--- config.mk ---
export PLATFORM = sky130hd
export DESIGN_NAME = wheel_fault_retry_supervisor
export DESIGN_NICKNAME = d
export VERILOG_FILES = /design/src/rtl/wfrs_pkg.sv /design/src/rtl/wheel_fault_retry_supervisor.sv /design/src/rtl/wfrs_in_stage.sv /design/src/rtl/wfrs_core.sv
export VERILOG_INCLUDE_DIRS = /design/src /design/src/rtl
export SDC_FILE = /design/constraint.sdc
export NUM_CORES = 1
export LEC_CHECK = 0
export BUFFER_PORTS_ARGS = -buffer_cell sky130_fd_sc_hd__buf_2
export CELL_PAD_IN_SITES_DETAIL_PLACEMENT = 0
export CELL_PAD_IN_SITES_GLOBAL_PLACEMENT = 1
export CORE_ASPECT_RATIO = 0.5
export CORE_MARGIN = 2
export CORE_UTILIZATION = 27
export DETAILED_ROUTE_END_ITERATION = 8
export GPL_ROUTABILITY_DRIVEN = 0
export PLACE_DENSITY = 0.6
export SLEW_MARGIN = 20
export SYNTH_ARGS = -nofsm -noshare
export SYNTH_HDL_FRONTEND = slang
export SYNTH_SLANG_ARGS = --single-unit
--- constraint.sdc ---
create_clock -name clk -period 3.9 [get_ports clk]
set_clock_uncertainty 0.2 [all_clocks]
set_input_delay 0.195 -clock clk [delete_from_list [all_inputs] [get_ports clk]]
set_output_delay 0.195 -clock clk [all_outputs]
set_load 0.05 [all_outputs]
--- src/rtl/wheel_fault_retry_supervisor_assert.svh ---
// Assertion macros for the wheel fault supervisor
`ifndef WHEEL_FAULT_RETRY_SUPERVISOR_ASSERT_SVH
`define WHEEL_FAULT_RETRY_SUPERVISOR_ASSERT_SVH

`ifndef NO_ASSERTIONS

// Check a property on the rising clock, masked while reset is high
`define WFRS_ASSERT_RST(lbl, clock, reset, prop, msg) \
  lbl: assert property (@(posedge clock) disable iff (reset) prop) else $error(msg);

// Check a property on the rising clock at every edge
`define WFRS_ASSERT(lbl, clock, prop, msg) \
  lbl: assert property (@(posedge clock) prop) else $error(msg);

`else

`define WFRS_ASSERT_RST(lbl, clock, reset, prop, msg)
`define WFRS_ASSERT(lbl, clock, prop, msg)

`endif

`endif

--- src/rtl/wfrs_pkg.sv ---
package wfrs_pkg;

  localparam int unsigned SPEED_W    = 16;
  localparam int unsigned MAXSPD_W   = 15;
  localparam int unsigned RETRY_W    = 8;
  localparam int unsigned FAULT_W    = 16;
  localparam int unsigned IN_DATA_W  = 104;
  localparam int unsigned OUT_DATA_W = 80;

  localparam logic [MAXSPD_W-1:0] MAX_SPEED_RST   = 15'd150;
  localparam logic [RETRY_W-1:0]  RETRY_LIMIT_RST = 8'd3;
  localparam logic [SPEED_W-1:0]  SPEED_KNEE      = 16'd30000;
  localparam logic [SPEED_W-1:0]  SPEED_FULL      = 16'hFFFF;

  // Configuration register indexes
  localparam logic CFG_MAX_SPEED   = 1'b0;
  localparam logic CFG_RETRY_LIMIT = 1'b1;

  typedef enum logic [2:0] {
    ACT_NONE     = 3'd0,
    ACT_QSTOP    = 3'd1,
    ACT_REENABLE = 3'd2,
    ACT_DISABLE  = 3'd3,
    ACT_SPEED    = 3'd4
  } action_t;

  typedef enum logic [2:0] {
    STG_NONE      = 3'd0,
    STG_RECOVERED = 3'd1,
    STG_RETRYING  = 3'd2,
    STG_LATCHED   = 3'd3,
    STG_FATAL     = 3'd4
  } stage_t;

  typedef struct packed {
    logic                command;
    logic [28:0]         frame_id;
    logic [3:0]          frame_length;
    logic [7:0]          left_fault_low;
    logic [7:0]          left_fault_high;
    logic [7:0]          right_fault_low;
    logic [7:0]          right_fault_high;
    logic                stop_request;
    logic                enable_level;
    logic                disable_level;
    logic [SPEED_W-1:0]  left_speed_in;
    logic [SPEED_W-1:0]  right_speed_in;
  } item_t;

  typedef struct packed {
    action_t             action;
    logic [SPEED_W-1:0]  left_speed_out;
    logic [SPEED_W-1:0]  right_speed_out;
    stage_t              fault_stage;
    logic [RETRY_W-1:0]  retry_count_out;
    logic [FAULT_W-1:0]  left_fault_out;
    logic [FAULT_W-1:0]  right_fault_out;
    logic                command_ignored;
  } result_t;

  // Input stage to core: the held item and its valid flag
  typedef struct packed {
    logic  valid;
    item_t item;
  } stage_item_t;

  // Clamp a raw speed word against the configured magnitude and its mirror
  function automatic logic [SPEED_W-1:0] clamp_speed(
    input logic [SPEED_W-1:0]  raw,
    input logic [MAXSPD_W-1:0] max_spd
  );
    logic [SPEED_W-1:0] m;
    logic [SPEED_W-1:0] mirror;
    m      = {1'b0, max_spd};
    mirror = SPEED_FULL - m;
    if (raw >= m && raw <= SPEED_KNEE) begin
      return m;
    end else if (raw <= mirror && raw >= SPEED_KNEE) begin
      return mirror;
    end
    return raw;
  endfunction

endpackage

--- src/rtl/wheel_fault_retry_supervisor.sv ---
// An accepted item passes the input register, then the result register, before it reaches the
// master side. Throughput: one item per cycle while the master side keeps up; all decisions
// are one pass of logic between the two registers. A stalled result register holds the input
// register too, which still takes one more item.
// Reset (rst, synchronous) clears the retry counter, fault, latch and edge-detector state,
// empties both registers, and returns the configuration to speed limit 150 and retry limit 3.
module wheel_fault_retry_supervisor
  import wfrs_pkg::*;
(
  input  logic                  clk,
  input  logic                  rst,
  input  logic                  s_axis_tvalid,
  output logic                  s_axis_tready,
  // frame_id, frame_length, left_fault_low, left_fault_high, right_fault_low,
  // right_fault_high, stop_request, enable_level, disable_level,
  // left_speed_in, right_speed_in, zero fill
  input  logic [IN_DATA_W-1:0]  s_axis_tdata,
  // command
  input  logic                  s_axis_tuser,
  output logic                  m_axis_tvalid,
  input  logic                  m_axis_tready,
  // left_speed_out, right_speed_out, fault_stage, retry_count_out,
  // left_fault_out, right_fault_out, command_ignored, zero fill
  output logic [OUT_DATA_W-1:0] m_axis_tdata,
  // action
  output logic [2:0]            m_axis_tuser,
  input  logic                  cfg_we,
  input  logic                  cfg_index,
  input  logic [MAXSPD_W-1:0]   cfg_data
);

  logic [MAXSPD_W-1:0] max_wheel_speed;
  logic [RETRY_W-1:0]  retry_limit;
  item_t               in_item;
  stage_item_t         held;
  result_t             result;
  result_t             out_res;
  logic                out_valid;
  logic                advance;

  // Configuration registers
  always_ff @(posedge clk) begin
    if (rst) begin
      max_wheel_speed <= MAX_SPEED_RST;
      retry_limit     <= RETRY_LIMIT_RST;
    end else if (cfg_we) begin
      unique case (cfg_index)
        CFG_MAX_SPEED:   max_wheel_speed <= cfg_data;
        CFG_RETRY_LIMIT: retry_limit     <= cfg_data[RETRY_W-1:0];
        default:         ;
      endcase
    end
  end

  // Unpack the input item
  assign in_item.command          = s_axis_tuser;
  assign in_item.frame_id         = s_axis_tdata[28:0];
  assign in_item.frame_length     = s_axis_tdata[32:29];
  assign in_item.left_fault_low   = s_axis_tdata[40:33];
  assign in_item.left_fault_high  = s_axis_tdata[48:41];
  assign in_item.right_fault_low  = s_axis_tdata[56:49];
  assign in_item.right_fault_high = s_axis_tdata[64:57];
  assign in_item.stop_request     = s_axis_tdata[65];
  assign in_item.enable_level     = s_axis_tdata[66];
  assign in_item.disable_level    = s_axis_tdata[67];
  assign in_item.left_speed_in    = s_axis_tdata[83:68];
  assign in_item.right_speed_in   = s_axis_tdata[99:84];

  // Result register free or being emptied
  assign advance = !out_valid || m_axis_tready;

  wfrs_in_stage u_in (
    .clk      (clk),
    .rst      (rst),
    .in_valid (s_axis_tvalid),
    .in_ready (s_axis_tready),
    .in_item  (in_item),
    .advance  (advance),
    .held     (held)
  );

  wfrs_core u_core (
    .clk             (clk),
    .rst             (rst),
    .advance         (advance),
    .held            (held),
    .max_wheel_speed (max_wheel_speed),
    .retry_limit     (retry_limit),
    .result          (result)
  );

  // Result register
  always_ff @(posedge clk) begin
    if (rst) begin
      out_valid <= 1'b0;
    end else if (advance) begin
      out_valid <= held.valid;
    end
  end

  always_ff @(posedge clk) begin
    if (advance && held.valid) begin
      out_res <= result;
    end
  end

  assign m_axis_tvalid = out_valid;
  assign m_axis_tuser  = out_res.action;
  assign m_axis_tdata  = {4'b0000,
                          out_res.command_ignored,
                          out_res.right_fault_out,
                          out_res.left_fault_out,
                          out_res.retry_count_out,
                          out_res.fault_stage,
                          out_res.right_speed_out,
                          out_res.left_speed_out};

endmodule

--- src/rtl/wfrs_in_stage.sv ---
// Input register: holds one item until the core can pass it on
module wfrs_in_stage
  import wfrs_pkg::*;
(
  input  logic        clk,
  input  logic        rst,
  input  logic        in_valid,
  output logic        in_ready,
  input  item_t       in_item,
  input  logic        advance,
  output stage_item_t held
);

  logic  valid;
  item_t item;

  // Free when empty or when the held item moves on this cycle
  assign in_ready = !valid || advance;

  always_ff @(posedge clk) begin
    if (rst) begin
      valid <= 1'b0;
    end else if (in_ready) begin
      valid <= in_valid;
    end
  end

  always_ff @(posedge clk) begin
    if (in_ready && in_valid) begin
      item <= in_item;
    end
  end

  assign held.valid = valid;
  assign held.item  = item;

endmodule

--- src/rtl/wfrs_core.sv ---
`include "wheel_fault_retry_supervisor_assert.svh"

// Supervisor state and the decision logic for one item
module wfrs_core
  import wfrs_pkg::*;
(
  input  logic                clk,
  input  logic                rst,
  input  logic                advance,
  input  stage_item_t         held,
  input  logic [MAXSPD_W-1:0] max_wheel_speed,
  input  logic [RETRY_W-1:0]  retry_limit,
  output result_t             result
);

  logic               previous_enable;
  logic               previous_disable;
  logic [RETRY_W-1:0] retry_counter;
  logic               fault_present;
  logic               fatal_latch;
  logic               disable_issued;

  logic               previous_enable_next;
  logic               previous_disable_next;
  logic [RETRY_W-1:0] retry_counter_next;
  logic               fault_present_next;
  logic               fatal_latch_next;
  logic               disable_issued_next;

  logic               step;
  logic               frame_ok;
  logic               frame_fault;
  logic [FAULT_W-1:0] lf_word;
  logic [FAULT_W-1:0] rf_word;
  item_t              it;

  assign it          = held.item;
  assign step        = held.valid && advance;
  assign lf_word     = {it.left_fault_high, it.left_fault_low};
  assign rf_word     = {it.right_fault_high, it.right_fault_low};
  // id bits 8 and 7 both set, and a payload length of eight bytes or more (length bit 3 set)
  assign frame_ok    = !it.command && (it.frame_id[8:7] == 2'b11) && it.frame_length[3];
  assign frame_fault = (lf_word != '0) || (rf_word != '0);

  // Decision logic
  always_comb begin
    logic done;
    done                  = 1'b0;
    result                = '0;
    previous_enable_next  = previous_enable;
    previous_disable_next = previous_disable;
    retry_counter_next    = retry_counter;
    fault_present_next    = fault_present;
    fatal_latch_next      = fatal_latch;
    disable_issued_next   = disable_issued;

    if (!it.command) begin
      if (frame_ok) begin
        result.left_fault_out  = lf_word;
        result.right_fault_out = rf_word;
        if (!frame_fault) begin
          // clean frame: report recovery once, clear the retry, fault, latch and disable state
          if (fault_present) begin
            result.fault_stage     = STG_RECOVERED;
            result.retry_count_out = retry_counter;
          end
          fault_present_next  = 1'b0;
          retry_counter_next  = '0;
          fatal_latch_next    = 1'b0;
          disable_issued_next = 1'b0;
        end else begin
          fault_present_next = 1'b1;
          priority if (fatal_latch) begin
            result.fault_stage     = STG_LATCHED;
            result.retry_count_out = retry_counter;
          end else if (retry_counter < retry_limit) begin
            retry_counter_next     = retry_counter + 1'b1;
            result.action          = ACT_REENABLE;
            result.fault_stage     = STG_RETRYING;
            result.retry_count_out = retry_counter + 1'b1;
          end else begin
            // out of retries: disable once, and latch
            if (!disable_issued) begin
              result.action       = ACT_DISABLE;
              disable_issued_next = 1'b1;
            end
            fatal_latch_next       = 1'b1;
            result.fault_stage     = STG_FATAL;
            result.retry_count_out = retry_counter;
          end
        end
      end
    end else begin
      priority if (fatal_latch && !it.stop_request) begin
        result.command_ignored = 1'b1;
      end else if (it.stop_request) begin
        result.action = ACT_QSTOP;
      end else begin
        // rising edge of enable wins over everything after it
        if (previous_enable != it.enable_level) begin
          previous_enable_next = it.enable_level;
          if (it.enable_level) begin
            result.action = ACT_REENABLE;
            done          = 1'b1;
          end
        end
        if (!done && (previous_disable != it.disable_level)) begin
          previous_disable_next = it.disable_level;
          if (it.disable_level) begin
            result.action = ACT_DISABLE;
            done          = 1'b1;
          end
        end
        if (!done) begin
          result.action          = ACT_SPEED;
          result.left_speed_out  = clamp_speed(it.left_speed_in, max_wheel_speed);
          result.right_speed_out = clamp_speed(it.right_speed_in, max_wheel_speed);
        end
      end
    end
  end

  // State update when the item moves to the result register
  always_ff @(posedge clk) begin
    if (rst) begin
      previous_enable  <= 1'b0;
      previous_disable <= 1'b0;
      retry_counter    <= '0;
      fault_present    <= 1'b0;
      fatal_latch      <= 1'b0;
      disable_issued   <= 1'b0;
    end else if (step) begin
      previous_enable  <= previous_enable_next;
      previous_disable <= previous_disable_next;
      retry_counter    <= retry_counter_next;
      fault_present    <= fault_present_next;
      fatal_latch      <= fatal_latch_next;
      disable_issued   <= disable_issued_next;
    end
  end

  `WFRS_ASSERT(a_latch_needs_fault, clk, fatal_latch |-> fault_present, "latch set without fault")
  `WFRS_ASSERT(a_disable_needs_latch, clk, disable_issued |-> fatal_latch, "disable without latch")
  `WFRS_ASSERT_RST(a_latched_counter_kept, clk, rst, step && frame_ok && frame_fault && fatal_latch |=> $stable(retry_counter), "counter moved while latched")
  `WFRS_ASSERT_RST(a_counter_steps, clk, rst, 1'b1 |=> (retry_counter == $past(retry_counter)) || (retry_counter == $past(retry_counter) + 8'd1) || (retry_counter == '0), "counter jumped")

endmodule
==> results.md <==
- Average routed wire per standard cell: 16.8 µm
- Ant diodes: 0
- Drt total wl: 25500 µm
- Worst-Skew Late Latency: 0.45 ns
- Via density: 4.62
- Slew margin rel.: 0.338
- Worst Hold Class: primary input to flip-flop
- Worst r2r path cells: 9
- # DRC: 0
- RSZ-0062 raised after global routing: no
- Vias in the first global route: 6966
- Rows: 47
- Critical R2R Capture: m_axis_tdata[22]
- Final std cells w/o fill: 1516
- Syn Area/Cell: 11.6 µm²
- Yosys reg bits: 188
- Die area: 35700 µm²
- Gr ovfl total: 0
- 1st-iter DRT viols: 474
- Die Y: 135 µm
- Crit share post-route: 0.814
- Static Leak: 4.66 nW
- Dpl cells: 1395
- Yosys Warn Count: 0
- Root Driver: clkbuf_16
- Dpl hpwl: 18900 µm
- Routed Antenna Nets: 0
- CTS sink count: 188
- Final setup viols: 0
- Critical setup path kind: flip-flop to flip-flop
- Max H-tree Level: 4
- Worst Hold End: m_axis_tvalid
- Hold Crit Start: rst
- Fin nets: 1257
- Commonest non-fill, non-tap cell in the layout: buf_2
- Register Area: 5270 µm²
- Hold Path Cell Cnt: 2
- Tmin final: 3.17 ns
- Initial antenna violation count: 0
- FFs w/ async S/R, synth: 0
- CTS tree: yes
- Commonest cells after routing, fill and taps aside: buf_2 (172), edfxtp_1 (150), dlygate4sd3_1 (89)
- Max cap viols: 0
- Setup bufs post-CTS: 0
- Synth Cell Area: 9220 µm²
- Maximum clock rate: 315 MHz
- Ratio of cells with drive above 1 in the final layout: 0.219
- P&R area growth vs syn: 31.5%
- Req. time, crit path: 3.87 ns
- Router iterations before antenna repair: 5
- EDFF count, synth: 150
- TNS Setup: 0 ns
- Synthesized instance count: 792
- Initial Util: 0.277
- Filler instances: 3252
- Die width: 265 µm
- Number of CTS-inserted buffers: 17
- DR vias: 7001
- Core area: 33300 µm²
- Slew at the pin closest to its max-slew limit: 0.993 ns
- Final slew viol count: 0
- Post-synthesis sequential area ratio: 0.571
- PD cells: 393 nW/µm²
- Pin count of the biggest net entering global routing: 72
- Clock slew at reported path FFs: 0.07 ns
- First-pass GRT wire length: 39400 µm
- CP Max Fanout: 22
- Max Buffers Root-to-Sink: 2
- Top_reg_cell synth: edfxtp_1
- Status: completed
- Tot GR Track Use: 0.145
- R2R Path Start: u_in.held[11]
- Reg2reg setup slack: 0.73 ns
- Hold Vio Cnt, Final: 0
- Multi-input logic area: 3660 µm²
- Peak VDD IR: 0.259 mV
- Setup crit end kind: flip-flop
- Worst EP arrival: 3.14 ns
- Synth cell types: 60
- IO Port Bufs: 172
- # IOs: 211
- Worst setup SP type: flip-flop
-- cell usage after synthesis, drive strengths merged (4+ instances only) --
cell | n | area [µm²]
nor2b | 11 | 68.8
inv | 38 | 143
o31ai | 4 | 30.0
a211o | 4 | 35.0
edfxtp | 150 | 4500
nand2 | 85 | 319
nand3b | 32 | 240
a21o | 13 | 97.6
or4 | 4 | 30.0
o21ai | 25 | 125
a211oi | 5 | 42.5
nand4 | 8 | 50.1
clkbuf | 19 | 71.3
or3 | 35 | 219
buf | 15 | 101
o21a | 5 | 37.5
nand2b | 8 | 50.1
and2 | 37 | 231
ha | 69 | 863
a21oi | 43 | 219
dfxtp | 38 | 761
nor2 | 27 | 101
nor3 | 12 | 65.1
a31oi | 38 | 253
nor4 | 16 | 100
nand4b | 6 | 52.6
o211ai | 4 | 30.0
nand3 | 9 | 45.0
-- where the power goes --
part           leakage, nW  total (mW)  internal (mW)  switching, mW
clock network        0.282        1.76          0.961          0.798
registers             1.72        2.33           2.27         0.0594
logic                 2.65       0.684          0.248          0.435
-- registers in the layout, summed over array words and instances (netlist names) --
name	cells
m_axis_tvalid	1
u_core.fatal_latch	1
u_core.fault_present	1
retry_limit	8
max_wheel_speed	15
u_core.retry_counter	8
m_axis_tdata	76
u_core.disable_issued	1
m_axis_tuser	3
u_core.previous_enable	1
u_core.previous_disable	1
u_in.valid	1
u_in.held	71
-- per-layer routing --
layer  up-vias  global-route usage  part of all wire
met1      3395               0.191              0.46
met3        23              0.0314             0.044
met5         -                   0                 0
met4         0              0.0571             0.017
met2       100               0.235              0.48
li1       3483                   -                 -
-- worst max path at each step --
stage                            end  slack, ns                from  depth (start not counted)
global placement    m_axis_tdata[19]       0.72  max_wheel_speed[0]                          9
floorplan               u_in.held[0]       0.45       m_axis_tvalid                          3
global route        m_axis_tdata[22]       0.50       u_in.held[11]                          9
finish              m_axis_tdata[22]       0.73       u_in.held[11]                          9
CTS                 m_axis_tdata[19]       0.74  max_wheel_speed[0]                          9
detailed placement  m_axis_tdata[21]       0.76       u_in.held[11]                          9
-- cells by family (layout without fill, tap and decap cells) --
group,after synthesis,in the layout,synth area share
and+or+nand+nor,301,301,0.183
DFF,188,188,0.571
AOI/OAI and AO/OA,159,159,0.116
buffers and inverters,72,352,0.0342
adders and majority gates,69,69,0.0936
muxes,2,2,0.00217
other,1,4,0.000407
-- critical path, stage by stage (launching register included) --
cell	delay [ns]
edfxtp_1	0.46
ha_1	0.38
nor4_1	0.34
nand2_1	0.20
a2111oi_2	0.36
a2111o_1	0.16
a21o_1	0.27
buf_4	0.29
or3_1	0.14
a31oi_1	0.09
-- final cells by class --
| type | count | area share |
|---|---|---|
| clock buffer | 19 | 0.0357 |
| clock inverter | 13 | 0.0129 |
| inverter | 38 | 0.0119 |
| multi-input combinational | 535 | 0.302 |
| sequential | 188 | 0.434 |
| tap | 441 | 0.0455 |
| timing repair buffer | 282 | 0.158 |
-- what timing repair did --
action / CTS / global route
gates resized for setup: 0 / 0
hold endpoints to repair: 96 / 0
hold buffers: 89 / 0
-- metrics by stage --
| step | power [mW] | worst slack [ns] | hold WS [ns] | util | instance area, µm² |
|---|---|---|---|---|---|
| final | 4.77 | 0.727 | 0.0672 | 0.364 | 12100 |
| after global routing | 4.97 | 0.499 | 0.0894 | 0.364 | 12100 |
| after CTS | 4.84 | 0.735 | 0.0476 | 0.364 | 12100 |
| after detailed placement | 2.99 | 0.762 | 0.173 | 0.319 | 10600 |
| after global placement | 2.98 | 0.720 | 0.171 | 0.319 | 10600 |
| after floorplan | 2.79 | 0.454 | 0.0939 | - | 9240 |
Power figures use the tool's default switching activity.
